===== src/rtl/ffc_pkg.sv =====
// Shared types, constants and constant tables for the feed-forward compressor.
package ffc_pkg;

  localparam int unsigned SampleBits    = 16;
  localparam int unsigned CoeffFracBits = 24;
  localparam int unsigned EnvWidth      = 25;
  localparam int unsigned EnvFracBits   = EnvWidth - SampleBits;

  // Configuration register indexes.
  localparam logic [7:0] RegThreshold = 8'd0;
  localparam logic [7:0] RegSlope     = 8'd1;
  localparam logic [7:0] RegAttack    = 8'd2;
  localparam logic [7:0] RegRelease   = 8'd3;

  localparam logic [14:0] ThresholdReset = 15'd3277;
  localparam logic [15:0] SlopeReset     = 16'd49152;
  localparam logic [23:0] AttackReset    = 24'd16707456;
  localparam logic [23:0] ReleaseReset   = 24'd16773721;

  localparam logic [16:0] UnityGain = 17'h10000;

  typedef enum logic [3:0] {
    S_IDLE,
    S_ENV_A,
    S_ENV_B,
    S_CMP,
    S_LOG_E,
    S_LOG_T,
    S_SLOPE,
    S_EXP,
    S_ROUND,
    S_OUT
  } ffc_state_e;

  typedef logic [15:0][29:0] root_tab_t;

  function automatic logic [63:0] isqrt64(input logic [63:0] v);
    logic [63:0] root;
    logic [63:0] bt;
    logic [63:0] vv;
    root = '0;
    bt   = 64'd1 << 62;
    vv   = v;
    for (int i = 0; i < 32; i++) begin
      if (bt > vv) begin
        bt = bt >> 2;
      end
    end
    for (int i = 0; i < 32; i++) begin
      if (bt != 0) begin
        if (vv >= root + bt) begin
          vv   = vv - (root + bt);
          root = (root >> 1) + bt;
        end else begin
          root = root >> 1;
        end
        bt = bt >> 2;
      end
    end
    return root;
  endfunction

  // Entry b holds 2^(-2^(b-16)) in Q1.30, the factor for fraction bit b of the exponent.
  function automatic root_tab_t gen_roots();
    root_tab_t   tab;
    logic [63:0] r;
    r = 64'd1 << 29;
    for (int b = 15; b >= 0; b--) begin
      r      = isqrt64(r << 30);
      tab[b] = r[29:0];
    end
    return tab;
  endfunction

  localparam root_tab_t RootTab = gen_roots();

  function automatic logic [4:0] msb_pos(input logic [24:0] v);
    logic [4:0] p;
    p = '0;
    for (int i = 0; i < 25; i++) begin
      if (v[i]) begin
        p = 5'(i);
      end
    end
    return p;
  endfunction

endpackage


===== src/rtl/ffc_mul.sv =====
// Shared 32 x 32 unsigned multiplier used for every product the sequencer forms.
module ffc_mul (
  input  logic [31:0] a_i,
  input  logic [31:0] b_i,
  output logic [63:0] p_o
);

  assign p_o = 64'(a_i) * 64'(b_i);

endmodule


===== src/rtl/feedforward_compressor_top.sv =====
// Feed-forward compressor: config registers, sequencer and datapath around one multiplier.
//
//  channel | direction | handshake             | payload
//  in      | sink      | in_valid_i/in_stall_o | in_sample_i, start_of_buffer_i
//  out     | source    | out_valid_o/out_stall_i | out_sample_o, gain_applied_o, compressing_o
//  cfg     | sink      | cfg_valid_i/cfg_ready_o | cfg_index_i, cfg_data_i
//
// An item below the threshold takes the two envelope products and the output product;
// above it, the one shared multiplier also works in turn through 16 squarings for
// each of two logarithms, one slope product and 16 exponent products.
// Reset clears the envelope, the sequencer and the output valid, and loads defaults.
// in_stall_o is high while an item is in work; a waiting result is held in the
// output register, and the last step waits while that result is valid and out_stall_i is high.
module feedforward_compressor_top (
  input  logic                 clk_i,
  input  logic                 rst_ni,
  input  logic                 in_valid_i,
  output logic                 in_stall_o,
  input  logic signed [15:0]   in_sample_i,
  input  logic                 start_of_buffer_i,
  output logic                 out_valid_o,
  input  logic                 out_stall_i,
  output logic signed [15:0]   out_sample_o,
  output logic [16:0]          gain_applied_o,
  output logic                 compressing_o,
  input  logic                 cfg_valid_i,
  output logic                 cfg_ready_o,
  input  logic [7:0]           cfg_index_i,
  input  logic [23:0]          cfg_data_i
);
  import ffc_pkg::*;

  ffc_state_e state_q, state_d;

  logic [14:0] thr_q;
  logic [15:0] slope_q;
  logic [23:0] attack_q, release_q;

  logic [24:0] env_q, env_d;
  logic [23:0] c_q, c_d;
  logic [15:0] mag_q, mag_d;
  logic        neg_q, neg_d;
  logic [49:0] sum_q, sum_d;
  logic [30:0] m_q, m_d;
  logic [20:0] res_q, res_d;
  logic [20:0] le_q, le_d;
  logic [20:0] d_q, d_d;
  logic [20:0] e_q, e_d;
  logic [30:0] pacc_q, pacc_d;
  logic [3:0]  cnt_q, cnt_d;
  logic [16:0] gain_q, gain_d;
  logic        comp_q, comp_d;

  logic               out_valid_q;
  logic signed [15:0] out_sample_q;
  logic [16:0]        out_gain_q;
  logic               out_comp_q;
  logic signed [15:0] y_sat;

  logic [31:0] mul_a, mul_b;
  logic [63:0] mul_p;

  logic        in_accept;
  logic        out_free;
  logic        out_load;
  logic [23:0] thr_ext;
  logic        comp_now;

  ffc_mul u_mul (
    .a_i(mul_a),
    .b_i(mul_b),
    .p_o(mul_p)
  );

  assign thr_ext   = {thr_q, 9'b0};
  assign comp_now  = env_q > {1'b0, thr_ext};
  assign out_free  = !out_valid_q || !out_stall_i;
  assign in_accept = in_valid_i && !in_stall_o;
  assign cfg_ready_o = 1'b1;

  // Next state.
  always_comb begin
    state_d = state_q;
    unique case (state_q)
      S_IDLE:  if (in_valid_i) state_d = S_ENV_A;
      S_ENV_A: state_d = S_ENV_B;
      S_ENV_B: state_d = S_CMP;
      S_CMP:   state_d = comp_now ? S_LOG_E : S_OUT;
      S_LOG_E: if (cnt_q == 4'd0) state_d = S_LOG_T;
      S_LOG_T: if (cnt_q == 4'd0) state_d = S_SLOPE;
      S_SLOPE: state_d = S_EXP;
      S_EXP:   if (cnt_q == 4'd0) state_d = S_ROUND;
      S_ROUND: state_d = S_OUT;
      S_OUT:   if (out_free) state_d = S_IDLE;
      default: state_d = S_IDLE;
    endcase
  end

  // Sequencer outputs.
  always_comb begin
    in_stall_o = 1'b1;
    out_load   = 1'b0;
    unique case (state_q)
      S_IDLE:  in_stall_o = 1'b0;
      S_OUT:   out_load = out_free;
      default: ;
    endcase
  end

  // Datapath: operand selection for the shared multiplier and register updates.
  always_comb begin
    logic [24:0] one_minus;
    logic [49:0] tsum;
    logic [31:0] sq;
    logic [4:0]  p;
    logic [24:0] tv;
    logic [5:0]  sh;
    logic [31:0] rsum;
    logic [33:0] ps;
    logic [33:0] yr;
    logic signed [17:0] ysh;

    env_d  = env_q;
    c_d    = c_q;
    mag_d  = mag_q;
    neg_d  = neg_q;
    sum_d  = sum_q;
    m_d    = m_q;
    res_d  = res_q;
    le_d   = le_q;
    d_d    = d_q;
    e_d    = e_q;
    pacc_d = pacc_q;
    cnt_d  = cnt_q;
    gain_d = gain_q;
    comp_d = comp_q;
    mul_a  = '0;
    mul_b  = '0;
    one_minus = '0;
    tsum   = '0;
    sq     = '0;
    p      = '0;
    tv     = '0;
    sh     = '0;
    rsum   = '0;
    ps     = '0;
    yr     = '0;
    ysh    = '0;
    y_sat  = '0;

    unique case (state_q)
      S_IDLE: begin
        if (in_accept) begin
          neg_d = in_sample_i[15];
          mag_d = in_sample_i[15] ? (~in_sample_i + 16'd1) : in_sample_i;
          env_d = start_of_buffer_i ? '0 : env_q;
          c_d   = ({mag_d, 9'b0} > env_d) ? attack_q : release_q;
        end
      end
      S_ENV_A: begin
        mul_a = {8'b0, c_q};
        mul_b = {7'b0, env_q};
        sum_d = mul_p[49:0];
      end
      S_ENV_B: begin
        one_minus = (25'd1 << CoeffFracBits) - {1'b0, c_q};
        mul_a = {7'b0, one_minus};
        mul_b = {7'b0, mag_q, 9'b0};
        tsum  = sum_q + mul_p[49:0] + (50'd1 << (CoeffFracBits - 1));
        env_d = tsum[48:24];
      end
      S_CMP: begin
        comp_d = comp_now;
        gain_d = UnityGain;
        p      = msb_pos(env_q);
        m_d    = 31'({6'b0, env_q} << (5'd30 - p));
        res_d  = {p, 16'b0};
        cnt_d  = 4'd15;
      end
      S_LOG_E, S_LOG_T: begin
        mul_a = {1'b0, m_q};
        mul_b = {1'b0, m_q};
        sq    = mul_p[61:30];
        if (sq[31]) begin
          res_d[cnt_q] = 1'b1;
          m_d = sq[31:1];
        end else begin
          m_d = sq[30:0];
        end
        cnt_d = cnt_q - 4'd1;
        if (cnt_q == 4'd0) begin
          if (state_q == S_LOG_E) begin
            le_d  = res_d;
            // A zero threshold is taken as one envelope step.
            tv    = (thr_ext == '0) ? 25'd1 : {1'b0, thr_ext};
            p     = msb_pos(tv);
            m_d   = 31'({6'b0, tv} << (5'd30 - p));
            res_d = {p, 16'b0};
            cnt_d = 4'd15;
          end else begin
            d_d = (le_q > res_d) ? (le_q - res_d) : '0;
          end
        end
      end
      S_SLOPE: begin
        mul_a  = {11'b0, d_q};
        mul_b  = {16'b0, slope_q};
        e_d    = mul_p[36:16];
        pacc_d = 31'h4000_0000;
        cnt_d  = 4'd15;
      end
      S_EXP: begin
        mul_a = {1'b0, pacc_q};
        mul_b = {2'b0, RootTab[cnt_q]};
        if (e_q[cnt_q]) begin
          pacc_d = mul_p[60:30];
        end
        cnt_d = cnt_q - 4'd1;
      end
      S_ROUND: begin
        sh = {1'b0, e_q[20:16]} + 6'd14;
        // With the shift at 32 or more the Q1.30 product rounds to zero.
        if (sh >= 6'd32) begin
          gain_d = '0;
        end else begin
          rsum   = {1'b0, pacc_q} + (32'd1 << (sh - 6'd1));
          gain_d = 17'(rsum >> sh);
        end
      end
      S_OUT: begin
        mul_a = {16'b0, mag_q};
        mul_b = {15'b0, gain_q};
        ps    = neg_q ? (34'd0 - {1'b0, mul_p[32:0]}) : {1'b0, mul_p[32:0]};
        yr    = ps + 34'd32768;
        ysh   = $signed(yr[33:16]);
        if (ysh > 18'sd32767) begin
          y_sat = 16'sh7FFF;
        end else if (ysh < -18'sd32768) begin
          y_sat = -16'sh8000;
        end else begin
          y_sat = ysh[15:0];
        end
      end
      default: ;
    endcase
  end

  always_ff @(posedge clk_i or negedge rst_ni) begin
    if (!rst_ni) begin
      state_q   <= S_IDLE;
      env_q     <= '0;
      thr_q     <= ThresholdReset;
      slope_q   <= SlopeReset;
      attack_q  <= AttackReset;
      release_q <= ReleaseReset;
      out_valid_q <= 1'b0;
    end else begin
      state_q <= state_d;
      env_q   <= env_d;
      if (cfg_valid_i && cfg_ready_o) begin
        unique case (cfg_index_i)
          RegThreshold: thr_q     <= cfg_data_i[14:0];
          RegSlope:     slope_q   <= cfg_data_i[15:0];
          RegAttack:    attack_q  <= cfg_data_i;
          RegRelease:   release_q <= cfg_data_i;
          default: ;
        endcase
      end
      if (out_load) begin
        out_valid_q <= 1'b1;
      end else if (!out_stall_i) begin
        out_valid_q <= 1'b0;
      end
    end
  end

  always_ff @(posedge clk_i) begin
    c_q    <= c_d;
    mag_q  <= mag_d;
    neg_q  <= neg_d;
    sum_q  <= sum_d;
    m_q    <= m_d;
    res_q  <= res_d;
    le_q   <= le_d;
    d_q    <= d_d;
    e_q    <= e_d;
    pacc_q <= pacc_d;
    cnt_q  <= cnt_d;
    gain_q <= gain_d;
    comp_q <= comp_d;
    if (out_load) begin
      out_sample_q <= y_sat;
      out_gain_q   <= gain_q;
      out_comp_q   <= comp_q;
    end
  end

  assign out_valid_o    = out_valid_q;
  assign out_sample_o   = out_sample_q;
  assign gain_applied_o = out_gain_q;
  assign compressing_o  = out_comp_q;

`ifndef SYNTHESIS
  a_accept_starts : assert property (@(posedge clk_i) disable iff (!rst_ni)
    in_accept |=> state_q == S_ENV_A)
    else $error("accepted request did not start the envelope update");
  a_unity_gain : assert property (@(posedge clk_i) disable iff (!rst_ni)
    (out_valid_o && !compressing_o) |-> gain_applied_o == UnityGain)
    else $error("gain not unity while below threshold");
  a_gain_max : assert property (@(posedge clk_i) disable iff (!rst_ni)
    out_valid_o |-> gain_applied_o <= UnityGain)
    else $error("gain above unity");
  a_env_bound : assert property (@(posedge clk_i) disable iff (!rst_ni)
    env_q <= 25'h100_0000)
    else $error("envelope above full scale");
`endif

endmodule

===== config.mk =====
export PLATFORM = sky130hd
export DESIGN_NAME = feedforward_compressor_top
export DESIGN_NICKNAME = d
export VERILOG_FILES = /design/src/rtl/ffc_pkg.sv /design/src/rtl/ffc_mul.sv /design/src/rtl/feedforward_compressor_top.sv
export SDC_FILE = /design/constraint.sdc
export NUM_CORES = 2
export LEC_CHECK = 0
export ABC_AREA = 1
export BUFFER_PORTS_ARGS = -buffer_cell sky130_fd_sc_hd__buf_4
export CORE_MARGIN = 2
export CORE_UTILIZATION = 60
export CTS_BUF_LIST = sky130_fd_sc_hd__clkbuf_8
export CTS_CLUSTER_DIAMETER = 50
export DETAILED_ROUTE_END_ITERATION = 6
export PLACE_DENSITY = 0.81
export SYNTH_ARGS = -nofsm -noshare
export SYNTH_HDL_FRONTEND = slang
export SYNTH_SLANG_ARGS = --single-unit

===== constraint.sdc =====
create_clock -name clk_i -period 13.27 [get_ports clk_i]
set_input_delay 2.654 -clock clk_i [delete_from_list [all_inputs] [get_ports clk_i]]
set_output_delay 2.654 -clock clk_i [all_outputs]
set_load 0.02 [all_outputs]

==> impl_metrics.env <==
export IMPL_hold_path_class="register to register"
export IMPL_syn2layout_area_growth_pct=7.28
export IMPL_critPathMaxFanout=36
export IMPL_drt_first_pass_iters=6
export IMPL_cts_path_max_buffers=3
export IMPL_maxSlewHeadroom=0.191
export IMPL_hold_buffers=0
export IMPL_core_region_area_um2=102000
export IMPL_viasPerCell=6.08
export IMPL_path_class="register to register"
export IMPL_drive_above_1_share=0.0734
export IMPL_synthTopCellsByArea="fa_1, edfxtp_1, nand2_1, ha_1, inv_1"
export IMPL_utilization=0.648
export IMPL_drtIter0Drc=7344
export IMPL_drc=0
export IMPL_grt_first_pass_wirelength_um=343000
export IMPL_synth_seq_area_share=0.198
export IMPL_clk_root_buffer_cell="clkbuf_8"
export IMPL_clk_pin_slew_ns=0.07
export IMPL_yosys_area_top_type="fa_1"
export IMPL_fillers=8867
export IMPL_setup_viol=0
export IMPL_routed_wl_um=231000
export IMPL_yosysTopAreaCellShare=0.273
export IMPL_dp_hpwl_um=190000
export IMPL_cpMostUsedCell="nand2_1"
export IMPL_synthFlopType="edfxtp_1"
export IMPL_final_hold_viol_count=0
export IMPL_status="finished clean"
export IMPL_crit_family="adder cells"
export IMPL_synthCells=7860
export IMPL_synthArstFlopShare=0.253
export IMPL_ioPinCount=91
export IMPL_antenna_found_initial=12
export IMPL_multi_input_area_um2=42800
export IMPL_slew_violations=0
export IMPL_ant_nets=0
export IMPL_cp_arrival_ns=13.64
export IMPL_crit_path_end_kind="register"
export IMPL_cts_tree="done"
export IMPL_cpPeakStageDelay_ns=0.66
export IMPL_skew_ns=0.0416
export IMPL_ff_latch_area_um2=12100
export IMPL_grt_max_degree=78
export IMPL_die_area_um2=105000
export IMPL_wl_per_cell_um=24.7
export IMPL_cpMaxStageDelayCell="xor2_1"
export IMPL_synth_seq_cells=430
export IMPL_yosysWarnings=0
export IMPL_start_kind="register"
export IMPL_layout_common_cells="nand2_1, inv_1, fa_1, nor2_1, ha_1"
export IMPL_die_w_um=324
export IMPL_path_buf_inv=10
export IMPL_tightest_slew_ns=1.21
export IMPL_insertion_delay_ns=0.75
export IMPL_yosys_cell_types_count=76
export IMPL_place_congestion=1.05
export IMPL_cap_violations=0
export IMPL_timing_final_crit_share=0.981
export IMPL_vias=56900
export IMPL_die_y_um=324
export IMPL_cp_required_ns=13.90
export IMPL_overflow=0
export IMPL_grt_pass1_vias=55900
export IMPL_reg2reg_slack_ns=0.25
export IMPL_clock_sinks=430
export IMPL_cts_max_level=3
export IMPL_cts_made_buffers=71
export IMPL_initial_core_util=0.604
export IMPL_synth_edff_count=292
export IMPL_avgSynthCellArea_um2=7.81
export IMPL_syn_nets=9202
export IMPL_synth_area_um2=61400
export IMPL_post_route_min_period_ns=13.02
export IMPL_io_buffers=89
export IMPL_fp_row_count=117
export IMPL_final_nets=9271
export IMPL_grt_use_total=0.446
export IMPL_max_freq_ghz=0.0768
export IMPL_final_common_cell="nand2_1"
==> metal layers <==
metal | track usage | up-vias | part of all wire
li1 | - | 24800 | -
met1 | 0.585 | 27600 | 0.37
met2 | 0.661 | 3712 | 0.43
met3 | 0.117 | 878 | 0.12
met4 | 0.277 | 6 | 0.075
met5 | 0 | - | 0.00017
==> worst paths after layout <==
check	cells after the start	endpoint	startpoint
worst max-delay path	45	env_q[14]	state_q[1]
worst min-delay path	0	le_q[19]	res_q[19]
worst max register to register	45	env_q[14]	state_q[1]
worst min register to register	0	le_q[19]	res_q[19]
max in group asynchronous	2	env_q[1]	rst_ni
min in group asynchronous	1	attack_q[12]	rst_ni
==> synthesized netlist by cell type (4+ instances only) <==
cell       number
a211oi_1       13
a21boi_0        6
a21o_1          8
a21oi_1       297
a221oi_1       14
a22o_1         10
a22oi_1         6
a31oi_1        48
buf_1          29
buf_2           7
buf_4           4
clkbuf_1      238
clkinv_1       20
dfrtp_1        68
dfstp_2        41
dfxtp_1        29
edfxtp_1      292
fa_1          838
ha_1          450
inv_1        1431
inv_2          24
mux2_2         24
nand2_1      1886
nand2_2        20
nand3_1       399
nand3_2        12
nand3b_1        8
nand4_1        70
nor2_1        772
nor2_2         10
nor3_1         55
nor4_1         26
o2111ai_1       7
o211ai_1       37
o21a_1         20
o21ai_0       398
o21ai_1        16
o21bai_1        9
o221ai_1        7
o22ai_1        25
o31ai_1        12
or2_2          15
xnor2_1        44
xor2_1         70
==> flip-flops by register name, summed over array words and instances (netlist names), 24 cells and up, named ones only <==
name       flops
sum_q         49
env_q         25
release_q     24
c_q           24
pacc_q        31
attack_q      24
m_q           31
==> timing repair <==
action	in CTS	in global routing
setup endpoints to repair	0	29
resized for setup	0	30
setup buffers	0	4
==> kinds of logic (layout without fill, tap and decap cells) <==
kind of cell    count (synthesis)  in the layout  share of synthesized area
buf+inv                      1755           1882                      0.108
flops                         430            430                      0.198
compound gates                954            954                     0.0879
fa+ha+maj                    1288           1288                      0.365
mux                            25             25                    0.00457
xor+xnor                      115            115                     0.0167
simple gates                 3292           3292                      0.220
other cells                     1              5                  0.0000611
==> through the flow <==
step / cells / TNS, ns / instance area [µm²] / setup slack, ns / hold slack [ns]
2_1_floorplan: 7860 / 0 / 61400 / 1.22 / 0.400
3_5_place_dp: 9220 / 0 / 64200 / 0.491 / 0.435
5_1_grt: 9357 / -0.0707 / 65800 / -0.0213 / 0.462
4_1_cts: 9351 / 0 / 65700 / 0.471 / 0.451
6_report: 9359 / 0 / 65800 / 0.254 / 0.452
3_3_place_gp: 9220 / 0 / 64200 / 0.734 / 0.435
==> cell type report <==
type | count | area share
antenna | 4 | 0.000152
clock buffer | 83 | 0.0174
clock inverter | 48 | 0.00580
inverter | 1476 | 0.0844
multi-input combinational | 5675 | 0.650
sequential | 430 | 0.184
tap | 1368 | 0.0260
timing repair buffer | 275 | 0.0319
Power is not shown: default switching activity piles up to over one toggle a cycle in this logic, so the estimate is an artifact.
